[config.mk]
export PLATFORM = sky130hd
export DESIGN_NAME = motion_level_classifier
export DESIGN_NICKNAME = d
export VERILOG_FILES = /design/src/mlc_pkg.sv /design/src/mlc_ema_bank.sv /design/src/mlc_classify.sv /design/src/motion_level_classifier.sv
export SDC_FILE = /design/constraint.sdc
export NUM_CORES = 1
export LEC_CHECK = 0
export ABC_AREA = 1
export BUFFER_PORTS_ARGS = -buffer_cell sky130_fd_sc_hd__clkbuf_2
export CAP_MARGIN = 20
export CORE_ASPECT_RATIO = 0.6
export CORE_MARGIN = 4
export CORE_UTILIZATION = 54
export DETAILED_ROUTE_END_ITERATION = 7
export PLACE_DENSITY = 0.72
export SLEW_MARGIN = 20
export SYNTH_ARGS = -nofsm -noshare
export SYNTH_HDL_FRONTEND = slang
export SYNTH_SLANG_ARGS = --single-unit
[constraint.sdc]
create_clock -name clock -period 11.7 [get_ports clock]
set_clock_uncertainty 0.15 [all_clocks]
set_input_delay 0.585 -clock clock [delete_from_list [all_inputs] [get_ports clock]]
set_output_delay 0.585 -clock clock [all_outputs]
set_load 0.005 [all_outputs]
[src/mlc_pkg.sv]
// ----------------------------------------------------------------------------
// mlc_pkg: shared types, constants and arithmetic helpers
// Types, threshold reset values and divide-by-constant helpers used by the
// motion level classifier and its submodules.
// ----------------------------------------------------------------------------
package mlc_pkg;

   // Width of every average and threshold
   localparam int AVG_BITS = 15;
   localparam int SUM_BITS = 21;   // holds avg*59 + x for 15-bit values

   localparam logic [AVG_BITS-1:0] AVG_MAX        = 15'h7fff;
   localparam logic [AVG_BITS-1:0] STILL_RESET    = 15'd50;
   localparam logic [AVG_BITS-1:0] HANDHELD_RESET = 15'd250;

   // Register indexes on the configuration port (byte address bit 2)
   localparam logic CSR_IDX_STILL    = 1'b0;
   localparam logic CSR_IDX_HANDHELD = 1'b1;

   // Reciprocals for floor division, exact over the operand ranges used below
   localparam int  DIV_SHIFT  = 23;
   localparam logic [43:0] DIV5_MUL  = 44'd1677722;  // ceil(2^23 / 5)
   localparam logic [43:0] DIV15_MUL = 44'd559241;   // ceil(2^23 / 15)

   typedef enum logic [1:0] {
      CLASS_STILL    = 2'd0,
      CLASS_HANDHELD = 2'd1,
      CLASS_SHAKING  = 2'd2
   } motion_class_type;

   typedef struct packed {
      logic [AVG_BITS-1:0] short_avg;
      logic [AVG_BITS-1:0] medium_avg;
      logic [AVG_BITS-1:0] long_avg;
   } avg_set_type;

   // floor(v / 5) for v below 2^20
   function automatic logic [19:0] div5(input logic [19:0] v);
      logic [43:0] prod;
      prod = 44'(v) * DIV5_MUL;
      return prod[DIV_SHIFT +: 20];
   endfunction

   // floor(v / 15) for v below 2^19
   function automatic logic [18:0] div15(input logic [18:0] v);
      logic [43:0] prod;
      prod = 44'(v) * DIV15_MUL;
      return prod[DIV_SHIFT +: 19];
   endfunction

   // (avg*9 + x) / 10
   function automatic logic [AVG_BITS-1:0] leak10(input logic [AVG_BITS-1:0] avg,
                                                  input logic [AVG_BITS-1:0] x);
      logic [SUM_BITS-1:0] sum;
      logic [19:0]         q;
      sum = (SUM_BITS'(avg) << 3) + SUM_BITS'(avg) + SUM_BITS'(x);
      q   = div5(sum[20:1]);
      return q[AVG_BITS-1:0];
   endfunction

   // (avg*19 + x) / 20
   function automatic logic [AVG_BITS-1:0] leak20(input logic [AVG_BITS-1:0] avg,
                                                  input logic [AVG_BITS-1:0] x);
      logic [SUM_BITS-1:0] sum;
      logic [19:0]         q;
      sum = (SUM_BITS'(avg) << 4) + (SUM_BITS'(avg) << 1) + SUM_BITS'(avg)
            + SUM_BITS'(x);
      q   = div5({1'b0, sum[20:2]});
      return q[AVG_BITS-1:0];
   endfunction

   // (avg*59 + x) / 60
   function automatic logic [AVG_BITS-1:0] leak60(input logic [AVG_BITS-1:0] avg,
                                                  input logic [AVG_BITS-1:0] x);
      logic [SUM_BITS-1:0] sum;
      logic [18:0]         q;
      sum = (SUM_BITS'(avg) << 6) - (SUM_BITS'(avg) << 2) - SUM_BITS'(avg)
            + SUM_BITS'(x);
      q   = div15(sum[20:2]);
      return q[AVG_BITS-1:0];
   endfunction

endpackage

[src/mlc_ema_bank.sv]
// ----------------------------------------------------------------------------
// mlc_ema_bank: next values of the three leaky averages
// Loads the sample into all averages on the first request after reset and
// otherwise applies the window-10, -20 and -60 leaky updates.
// ----------------------------------------------------------------------------
module mlc_ema_bank (
   input  logic                          primed,
   input  logic [mlc_pkg::AVG_BITS-1:0]  sample,
   input  mlc_pkg::avg_set_type          avg_cur,
   output mlc_pkg::avg_set_type          avg_next
);
   import mlc_pkg::*;

   // Load on the first sample, leak afterwards
   always_comb begin
      if (primed) begin
         avg_next.short_avg  = leak10(avg_cur.short_avg, sample);
         avg_next.medium_avg = leak20(avg_cur.medium_avg, sample);
         avg_next.long_avg   = leak60(avg_cur.long_avg, sample);
      end else begin
         avg_next.short_avg  = sample;
         avg_next.medium_avg = sample;
         avg_next.long_avg   = sample;
      end
   end

endmodule

[src/mlc_classify.sv]
// ----------------------------------------------------------------------------
// mlc_classify: threshold classifier
// Compares the three averages against the still and handheld thresholds;
// the still test takes priority.
// ----------------------------------------------------------------------------
module mlc_classify (
   input  mlc_pkg::avg_set_type          avgs,
   input  logic [mlc_pkg::AVG_BITS-1:0]  still_threshold,
   input  logic [mlc_pkg::AVG_BITS-1:0]  handheld_threshold,
   output mlc_pkg::motion_class_type     motion_class
);
   import mlc_pkg::*;

   logic all_still;
   logic all_handheld;

   assign all_still = (avgs.short_avg < still_threshold) &&
                      (avgs.medium_avg < still_threshold) &&
                      (avgs.long_avg < still_threshold);

   assign all_handheld = (avgs.short_avg < handheld_threshold) &&
                         (avgs.medium_avg < handheld_threshold) &&
                         (avgs.long_avg < handheld_threshold);

   // Pick the lowest class whose test passes
   always_comb begin
      if (all_still) begin
         motion_class = CLASS_STILL;
      end else if (all_handheld) begin
         motion_class = CLASS_HANDHELD;
      end else begin
         motion_class = CLASS_SHAKING;
      end
   end

endmodule

[src/motion_level_classifier.sv]
// ----------------------------------------------------------------------------
// motion_level_classifier: motion level classifier on leaky averages
// Top level: request register, average state, result register and the
// threshold registers on an APB-style port.
// ----------------------------------------------------------------------------
// The block takes one signed motion sample per request, clamps it to
// 0..32767, updates three leaky averages (windows 10, 20 and 60; the first
// sample after reset loads them directly) and returns the averages together
// with a class: still, handheld or shaking. It accepts one request every
// clock cycle unless a stalled result backs up the request register; a
// request passes from the request register to the result register, and the
// average update, constant divides and compares are combinational between
// those two registers. Thresholds sit at byte addresses 0 (still) and 4
// (handheld) and must be written while no request is in flight.
module motion_level_classifier #(
   parameter int SAMPLE_BITS = 16
) (
   input  logic                          clock,
   input  logic                          reset,

   input  logic                          req_valid,
   output logic                          req_stall,
   input  logic [SAMPLE_BITS-1:0]        req_motion_sample,

   output logic                          rsp_valid,
   input  logic                          rsp_stall,
   output logic [1:0]                    rsp_motion_class,
   output logic [mlc_pkg::AVG_BITS-1:0]  rsp_short_average,
   output logic [mlc_pkg::AVG_BITS-1:0]  rsp_medium_average,
   output logic [mlc_pkg::AVG_BITS-1:0]  rsp_long_average,

   input  logic                          psel,
   input  logic                          penable,
   input  logic                          pwrite,
   input  logic [2:0]                    paddr,
   input  logic [31:0]                   pwdata,
   output logic [31:0]                   prdata,
   output logic                          pready
);
   import mlc_pkg::*;

   // Wide enough for any sample width and for the average range
   localparam int EXT_BITS = SAMPLE_BITS + AVG_BITS + 1;

   // Threshold registers
   logic [AVG_BITS-1:0] still_thr_ff,    still_thr_in;
   logic [AVG_BITS-1:0] handheld_thr_ff, handheld_thr_in;

   // Request stage
   logic                in_valid_ff,  in_valid_in;
   logic [AVG_BITS-1:0] in_sample_ff, in_sample_in;

   // Average state
   logic                primed_ff,    primed_in;
   avg_set_type         avg_ff,       avg_in;

   // Result stage
   logic                rsp_valid_ff, rsp_valid_in;
   motion_class_type    rsp_class_ff, rsp_class_in;
   avg_set_type         rsp_avg_ff,   rsp_avg_in;

   logic                csr_write;
   logic                load_in;
   logic                out_open;
   logic                fire;
   logic [EXT_BITS-1:0] sample_ext;
   logic [AVG_BITS-1:0] sample_clamped;
   avg_set_type         avg_next;
   motion_class_type    class_next;

   // ---------------- configuration port ----------------
   assign pready    = 1'b1;
   assign csr_write = psel & penable & pwrite & pready;

   always_comb begin
      still_thr_in    = still_thr_ff;
      handheld_thr_in = handheld_thr_ff;
      if (csr_write) begin
         case (paddr[2])
            CSR_IDX_STILL:    still_thr_in    = pwdata[AVG_BITS-1:0];
            CSR_IDX_HANDHELD: handheld_thr_in = pwdata[AVG_BITS-1:0];
            default: ;
         endcase
      end
   end

   always_comb begin
      case (paddr[2])
         CSR_IDX_STILL:    prdata = 32'(still_thr_ff);
         CSR_IDX_HANDHELD: prdata = 32'(handheld_thr_ff);
         default:          prdata = '0;
      endcase
   end

   // ---------------- handshake ----------------
   assign out_open  = !rsp_valid_ff || !rsp_stall;
   assign fire      = in_valid_ff && out_open;
   assign req_stall = in_valid_ff && !out_open;
   assign load_in   = req_valid && !req_stall;

   // Clamp negatives to zero and large values to the average range
   assign sample_ext = EXT_BITS'(req_motion_sample);

   always_comb begin
      if (req_motion_sample[SAMPLE_BITS-1]) begin
         sample_clamped = '0;
      end else if (sample_ext > EXT_BITS'(AVG_MAX)) begin
         sample_clamped = AVG_MAX;
      end else begin
         sample_clamped = sample_ext[AVG_BITS-1:0];
      end
   end

   // Capture a request, drop it once it moves to the result stage
   always_comb begin
      in_sample_in = in_sample_ff;
      if (load_in) begin
         in_valid_in  = 1'b1;
         in_sample_in = sample_clamped;
      end else if (fire) begin
         in_valid_in = 1'b0;
      end else begin
         in_valid_in = in_valid_ff;
      end
   end

   // ---------------- datapath ----------------
   mlc_ema_bank u_ema (
      .primed   (primed_ff),
      .sample   (in_sample_ff),
      .avg_cur  (avg_ff),
      .avg_next (avg_next)
   );

   mlc_classify u_classify (
      .avgs               (avg_next),
      .still_threshold    (still_thr_ff),
      .handheld_threshold (handheld_thr_ff),
      .motion_class       (class_next)
   );

   // Advance state and result together; hold a stalled result
   always_comb begin
      primed_in    = primed_ff;
      avg_in       = avg_ff;
      rsp_class_in = rsp_class_ff;
      rsp_avg_in   = rsp_avg_ff;
      if (fire) begin
         primed_in    = 1'b1;
         avg_in       = avg_next;
         rsp_valid_in = 1'b1;
         rsp_class_in = class_next;
         rsp_avg_in   = avg_next;
      end else if (rsp_stall) begin
         rsp_valid_in = rsp_valid_ff;
      end else begin
         rsp_valid_in = 1'b0;
      end
   end

   always_ff @(posedge clock) begin
      if (reset) begin
         still_thr_ff    <= STILL_RESET;
         handheld_thr_ff <= HANDHELD_RESET;
         in_valid_ff     <= 1'b0;
         primed_ff       <= 1'b0;
         avg_ff          <= '0;
         rsp_valid_ff    <= 1'b0;
      end else begin
         still_thr_ff    <= still_thr_in;
         handheld_thr_ff <= handheld_thr_in;
         in_valid_ff     <= in_valid_in;
         primed_ff       <= primed_in;
         avg_ff          <= avg_in;
         rsp_valid_ff    <= rsp_valid_in;
      end
      in_sample_ff <= in_sample_in;
      rsp_class_ff <= rsp_class_in;
      rsp_avg_ff   <= rsp_avg_in;
   end

   // ---------------- outputs ----------------
   assign rsp_valid          = rsp_valid_ff;
   assign rsp_motion_class   = rsp_class_ff;
   assign rsp_short_average  = rsp_avg_ff.short_avg;
   assign rsp_medium_average = rsp_avg_ff.medium_avg;
   assign rsp_long_average   = rsp_avg_ff.long_avg;

`ifndef SYNTHESIS
   // Once primed, stay primed until reset
   a_primed_sticky: assert property (@(posedge clock) disable iff (reset)
      primed_ff |=> primed_ff)
      else $error("primed flag cleared without reset");

   // Request side stalls only behind a stalled, full result stage
   a_stall_cause: assert property (@(posedge clock) disable iff (reset)
      req_stall |-> (rsp_valid_ff && rsp_stall && in_valid_ff))
      else $error("request stalled without a blocked result");

   // A still result has every average below the still threshold
   a_still_class: assert property (@(posedge clock) disable iff (reset)
      (rsp_valid_ff && rsp_class_ff == CLASS_STILL) |->
         (rsp_avg_ff.short_avg < still_thr_ff &&
          rsp_avg_ff.medium_avg < still_thr_ff &&
          rsp_avg_ff.long_avg < still_thr_ff))
      else $error("still class with an average at or above threshold");

   // Result state mirrors the stored averages right after an update
   a_avg_match: assert property (@(posedge clock) disable iff (reset)
      fire |=> (rsp_avg_ff == avg_ff && rsp_valid_ff))
      else $error("result averages differ from stored averages");
`endif

endmodule

==> results of run 1 <==
## worst max path at each step
stage          slack [ns]                     from  cells after the start                                end
2_1_floorplan        2.20  avg_ff[32]$_SDFFE_PP0P_                     53  rsp_motion_class[1]$_SDFFCE_PP0P_
3_3_place_gp         0.93  avg_ff[35]$_SDFFE_PP0P_                     56  rsp_motion_class[1]$_SDFFCE_PP0P_
3_5_place_dp         0.77  avg_ff[35]$_SDFFE_PP0P_                     56  rsp_motion_class[1]$_SDFFCE_PP0P_
4_1_cts              0.77  avg_ff[35]$_SDFFE_PP0P_                     56  rsp_motion_class[1]$_SDFFCE_PP0P_
5_1_grt              0.01  avg_ff[18]$_SDFFE_PP0P_                     56  rsp_motion_class[1]$_SDFFCE_PP0P_
6_report             0.56  avg_ff[35]$_SDFFE_PP0P_                     56  rsp_motion_class[1]$_SDFFCE_PP0P_
## cell usage in the layout (no fill, tap or decap), drive strengths merged, types with 12 or more instances in the layout
cell	instances
fa	308
o21ai	186
nand2	485
dfxtp	78
edfxtp	62
a31oi	12
buf	14
nand4	33
ha	574
a21o	19
nor2	171
xnor2	27
nand3	103
xor2	54
a21oi	294
clkbuf	124
conb	27
a211oi	13
nor3	29
o21bai	14
inv	791
## layer usage
metal	up-vias	track usage (%)	part of all wire, %	wire, µm
li1	11000	-	-	-
met1	10700	48.1	49	39800
met2	1099	37.7	36	28900
met3	63	11.8	14	11400
met4	2	3.82	1.2	975
met5	-	0	0.030	24
## cells by family after synthesis
kind of cell | after synthesis | share of synthesized area (%)
buffers and inverters | 832 | 11.6
xor gates and xnor gates | 81 | 2.58
DFF | 140 | 12.5
other | 2 | 0.0273
AOI/OAI and AO/OA | 571 | 11.5
adders and majority gates | 882 | 48.6
and+or+nand+nor | 845 | 13.3
## cells in the mapped netlist (19+ instances only)
cell type,n,area (µm²)
inv_1,778,2920
nand4_1,31,194
xnor2_1,27,236
buf_4,19,143
nand3_1,93,465
nor2_1,168,631
clkbuf_1,28,105
nor3_1,28,140
xor2_1,54,473
nand2_1,463,1740
ha_1,574,7180
dfxtp_1,78,1560
a21o_1,19,143
o21ai_0,178,891
a21oi_1,290,1450
edfxtp_1,62,1860
fa_1,308,6170
## final cells by class
class	instances	area [µm²]	area share [%]
inverters	783	2940	9.99
clock inverters	10	85.1	0.289
repair buffers	116	613	2.08
well taps	682	853	2.90
flip-flops and latches	140	3420	11.6
clock buffers	22	529	1.80
diodes	1	2.50	0.00850
multi-input cells	2406	21000	71.3
## timing repair
| item | in CTS | in global routing |
|---|---|---|
| gates resized for setup | 0 | 3 |
| setup buffers | 0 | 0 |
| setup endpoints to repair | 0 | 1 |
## state kept, by name, indices dropped and copies added, names as in the netlist
| signal | flops |
|---|---|
| avg_ff | 45 |
| handheld_thr_ff | 15 |
| in_sample_ff | 15 |
| in_valid_ff | 1 |
| primed_ff | 1 |
| rsp_long_average | 15 |
| rsp_medium_average | 15 |
| rsp_motion_class | 2 |
| rsp_short_average | 15 |
| rsp_valid | 1 |
| still_thr_ff | 15 |
## through the flow
step	area, µm²	utilization, %	std cells	setup WS [ns]	hold slack (ns)
after floorplan	27600	-	3378	2.20	0.307
after global placement	28800	57.8	4126	0.930	0.353
after detailed placement	28800	57.8	4126	0.768	0.372
after CTS	29400	59.0	4158	0.772	0.207
after global routing	29400	59.1	4159	0.0137	0.228
final	29400	59.1	4160	0.556	0.217
## worst max-delay path: cells and delay by family (launching register included)
kind                       cells  cell delay [ns]
AOI/OAI and AO/OA             14             2.33
xor gates and xnor gates       2             0.37
adders and majority gates     11             4.73
buffers and inverters         10             0.79
DFF                            1             0.35
and+or+nand+nor               19             2.16
==> results.py, run 1 <==
metrics = {
    "worst_hold_path": {
        "hold_end": "handheld_thr_ff[7]$_SDFFE_PP1P_",
        "holdPathStages": 3,
        "hp-class": "in -> reg",
        "worstHoldStart": "pwdata[7]",
    },
    "floorplan": {
        "core_area_um2": 49800,
        "die_h_um": 183,
        "fp.dieW_um": 299,
        "start_util_pct": 55.2,
        "rows": 63,
        "ioPinCount": 140,
        "die-area_um2": 54700,
    },
    "global_routing": {
        "grt_pass1_wl_um": 126000,
        "grt_remaining_overflow": 0,
        "gr-usage-all-layers_pct": 29.9,
        "antenna_found_initial": 3,
        "grt_max_degree": 96,
        "grt_pass1_vias": 21600,
    },
    "placed_design": {
        "dpl.hpwl_um": 70600,
        "place.gp.congestion": 1.01,
        "numPortBuffers": 102,
    },
    "final_layout": {
        "fillCellCount": 4554,
        "synthToLayoutAreaGrowth_pct": 7.05,
        "post_route_cells_drive_above_1_share_pct": 6.18,
        "num-nets-final": 4404,
    },
    "sta": {
        "hold_viol_final": 0,
        "rsz0062_at_grt": "no",
        "finalSetupViolations": 0,
        "finalCritPeriodShare_pct": 95.3,
        "tightest_slew_ns": 0.994,
        "finalMaxSlewViolations": 0,
        "fin_setup_tns_ns": 0,
        "fmax_mhz": 89.7,
        "fin_crit_ns": 11.14,
        "relSlewSlack_pct": 33.7,
    },
    "logic_synthesis": {
        "synth_cell_type_count": 59,
        "synthArstFlopShare_pct": 0,
        "ys.flop_type": "dfxtp_1",
        "synth_edf_count": 62,
        "ys_seq_elements": 140,
        "synth_area_per_cell_um2": 8.20,
        "ys_warn_count": 0,
        "synthCells": 3353,
        "netlist_area_um2": 27500,
        "ys_seq_area_share_pct": 12.5,
    },
    "setup_path": {
        "critPathLaunchType": "flip-flop",
        "crit_required_ns": 11.77,
        "critPathKind": "reg -> reg",
        "cp_max_fo": 5,
        "cp_slowest_cell": "fa_1",
        "critPathCaptureType": "flip-flop",
        "r2r-end": "rsp_motion_class[1]$_SDFFCE_PP0P_",
        "reg2regPathDepth": 56,
        "critPathMaxStageDelay_ns": 0.55,
        "reg2reg_slack_ns": 0.56,
        "crit_arrival_ns": 11.21,
        "r2r_start": "avg_ff[35]$_SDFFE_PP0P_",
        "cp_common_cell": "inv_1",
    },
    "route": {
        "wl_per_cell_um": 19.5,
        "finalWirelength_um": 81100,
        "viasPerCell": 5.50,
        "vias": 22900,
        "ant_nets": 0,
        "drt_iter0_drc": 2668,
        "drc_errors": 0,
        "drt_pass1_iterations": 6,
    },
    "clock_tree": {
        "cts_buffers": 17,
        "cts_root_buf": "clkbuf_16",
        "clkSlewWorstSetupHoldPaths_ns": 0.07,
        "clkLatencyLatePin_ns": 0.46,
        "clkSinkCount": 140,
        "hold_buffers": 0,
        "h-tree-depth": 4,
        "cts_tree": "done",
        "clock_path_buffers": 2,
    },
    "status": {
        "status": "complete, no violations",
    },
    "flow_run": {
        "cap_viol_max_count": 0,
    },
}
Power of run 1 is not shown: default switching activity piles up to over one toggle a cycle in this logic, so the estimate is an artifact.
==> inputs of run 2 (changes only) <==
BUFFER_PORTS_ARGS = not set   (was -buffer_cell sky130_fd_sc_hd__clkbuf_2)
CORE_ASPECT_RATIO = 0.75   (was 0.6)
DONT_BUFFER_PORTS = 1   (was not set)
PLACE_DENSITY = 0.69   (was 0.72)
SYNTH_HIERARCHICAL = 1   (was not set)
==> run 2 against run 1 <==
  * Setup slack better by 1.2 ns
  * Count of clock-buffer cells in the layout down 2
  * Flip-flop and latch count unchanged
  * Register-to-register slack better by 1.2 ns
  * Global-route usage down 1.2 points
  * First-iteration DRC count down 18%
  * Synthesized cell count up 9.1%
  * Sequential share of layout area up 0.40 points
  * Die area down 0.82%
  * Hold slack worse by 0.16 ns
  * Critical path type unchanged
  * Highest routed layer unchanged
==> results.py, run 2 <==
metrics = {
    "status": {
        "status": "complete, no violations",
    },
    "clock_tree": {
        "h-tree-depth": 4,
        "clock_path_buffers": 2,
        "cts_root_buf": "clkbuf_16",
        "clkLatencyLatePin_ns": 0.45,
        "cts_buffers": 17,
        "clkSlewWorstSetupHoldPaths_ns": 0.07,
        "cts_tree": "done",
        "cts_setup_buffers": 0,
        "cts_resized": 0,
        "clkSinkCount": 140,
        "hold_buffers": 0,
    },
    "logic_synthesis": {
        "yosysTopAreaCellShare_pct": 23.1,
        "synthCells": 3657,
        "ys_seq_area_share_pct": 12.5,
        "synth_edf_count": 62,
        "synth_area_per_cell_um2": 7.46,
        "netlist_area_um2": 27300,
        "ys_warn_count": 6,
        "netlist_top_cells_area": "ha_1 23%, fa_1 21%, inv_1 12%",
        "synth_area_leader_cell": "ha_1",
        "ys_seq_elements": 140,
        "yosysMostFrequentCell": "inv_1",
        "ys.flop_type": "dfxtp_1",
        "synth_commonest_cells": "877 x inv_1, 750 x nand2_1, 505 x ha_1, 349 x nor2_1, 281 x fa_1",
        "synthArstFlopShare_pct": 0,
        "synth_cell_type_count": 57,
    },
    "final_layout": {
        "final_cell_mix": "877 x inv_1, 750 x nand2_1, 505 x ha_1, 349 x nor2_1, 281 x fa_1",
        "synthToLayoutAreaGrowth_pct": 4.18,
        "num-nets-final": 4486,
        "largest_register_ffs": 45,
        "post_route_cells_drive_above_1_share_pct": 2.68,
        "top_register": "avg_ff",
        "final_common_cell": "inv_1",
        "multi_input_area_um2": 20200,
        "ff_latch_area_um2": 3420,
        "final_cells": 4315,
        "fillCellCount": 4883,
    },
    "sta": {
        "rsz0062_at_grt": "no",
        "hold_viol_final": 0,
        "relSlewSlack_pct": 33.5,
        "fin_crit_ns": 9.97,
        "finalMaxSlewViolations": 0,
        "fmax_mhz": 100,
        "tightest_slew_ns": 0.987,
        "finalSetupViolations": 0,
        "fin_setup_tns_ns": 0,
        "holdWs_ns": 0.0562,
        "finalCritPeriodShare_pct": 85.2,
    },
    "worst_hold_path": {
        "hp-class": "in -> reg",
        "worstHoldStart": "reset",
        "holdPathStages": 1,
        "hold_end": "primed_ff$_SDFFE_PP0P_",
    },
    "placed_design": {
        "numPortBuffers": 0,
        "dpl.cell_count": 4280,
        "place.gp.congestion": 0.959,
        "dpl.hpwl_um": 66300,
    },
    "route": {
        "ant_nets": 0,
        "finalWirelength_um": 76700,
        "drt_iter0_drc": 2201,
        "viasPerCell": 5.26,
        "drt_pass1_iterations": 7,
        "drc_errors": 0,
        "wl_per_cell_um": 17.8,
        "vias": 22700,
    },
    "setup_path": {
        "critPathKind": "reg -> reg",
        "critPathLaunchType": "flip-flop",
        "critPathCaptureType": "flip-flop",
        "cp_slowest_cell": "edfxtp_1",
        "cp_common_cell": "nand2_1",
        "cp_max_fo": 4,
        "r2r_start": "in_sample_ff[9]$_SDFFCE_PP0P_",
        "crit_arrival_ns": 10.03,
        "reg2reg_slack_ns": 1.73,
        "r2r-end": "rsp_motion_class[1]$_DFFE_PP_",
        "critPathMaxStageDelay_ns": 0.56,
        "reg2regPathDepth": 44,
        "crit_required_ns": 11.76,
    },
    "floorplan": {
        "core_area_um2": 50100,
        "die-area_um2": 54200,
        "die_h_um": 203,
        "ioPinCount": 140,
        "fp.dieW_um": 268,
        "rows": 71,
        "start_util_pct": 54.5,
    },
    "global_routing": {
        "gr-usage-all-layers_pct": 28.7,
        "antenna_found_initial": 4,
        "grt_pass1_vias": 21600,
        "grt_pass1_wl_um": 121000,
        "grt_remaining_overflow": 0,
        "grt_max_degree": 76,
    },
    "flow_run": {
        "cap_viol_max_count": 0,
    },
}
-- run 2: changes by cell type after synthesis, sizes merged, moves of 24 or more --
| cell | change |
|---|---|
| a21oi | -127 |
| buf | +24 |
| fa | -27 |
| ha | -69 |
| inv | +102 |
| nand2 | +278 |
| nand3 | +51 |
| nor2 | +196 |
| o21ai | -65 |
-- run 2: per-layer routing --
layer  wire (µm)  share of wire (%)  vias up  global-route usage, %
li1            -                  -    11300                      -
met1       37200                 48    10500                   44.6
met2       29600                 39      834                   39.1
met3        8940                 12       73                   10.1
met4         880                1.1       10                   3.45
met5         126               0.16        -                   1.08
-- run 2: how the worst max path moves through the flow --
stage	slack, ns	endpoint	cells after the start	from
2_1_floorplan	3.41	rsp_motion_class[1]$_DFFE_PP_	43	in_sample_ff[9]$_SDFFCE_PP0P_
5_1_grt	1.30	rsp_motion_class[1]$_DFFE_PP_	41	in_sample_ff[9]$_SDFFCE_PP0P_
3_3_place_gp	1.95	rsp_motion_class[1]$_DFFE_PP_	44	in_sample_ff[9]$_SDFFCE_PP0P_
6_report	1.73	rsp_motion_class[1]$_DFFE_PP_	44	in_sample_ff[9]$_SDFFCE_PP0P_
3_5_place_dp	1.89	rsp_motion_class[1]$_DFFE_PP_	44	in_sample_ff[9]$_SDFFCE_PP0P_
4_1_cts	1.85	rsp_motion_class[1]$_DFFE_PP_	44	in_sample_ff[9]$_SDFFCE_PP0P_
-- run 2: worst max-delay path, delay by kind of cell, from the launching register on --
kind | cells | cell delay (ns)
AOI/OAI and AO/OA | 7 | 1.43
adders and majority gates | 11 | 4.91
buffers and inverters | 11 | 0.86
DFF | 1 | 0.56
and+or+nand+nor | 15 | 1.80
-- run 2: metrics by stage --
stage	worst slack [ns]	area [µm²]	utilization, %
finish	1.73	28400	56.8
floorplan	3.41	27400	-
global placement	1.95	27800	55.6
global route	1.30	28400	56.7
CTS	1.85	28400	56.7
detailed placement	1.89	27800	55.6
-- run 2: final cells by class --
class / instances / share of cell area [%]
multi-input cells: 2590 / 71.1
flip-flops and latches: 140 / 12.0
inverters: 885 / 11.7
well taps: 657 / 2.89
clock buffers: 20 / 1.68
clock inverters: 12 / 0.414
repair buffers: 8 / 0.211
diodes: 3 / 0.0264
-- run 2: logic make-up (layout without fill, tap and decap cells) --
| group | count (synthesis) | after routing | synth area share [%] |
|---|---|---|---|
| xor gates and xnor gates | 59 | 59 | 1.98 |
| other | 2 | 21 | 0.0275 |
| and+or+nand+nor | 1352 | 1352 | 20.3 |
| AOI/OAI and AO/OA | 375 | 375 | 7.77 |
| adders and majority gates | 786 | 786 | 43.8 |
| DFF | 140 | 140 | 12.5 |
| buffers and inverters | 943 | 925 | 13.7 |
Power of run 2 is left out for the same reason.
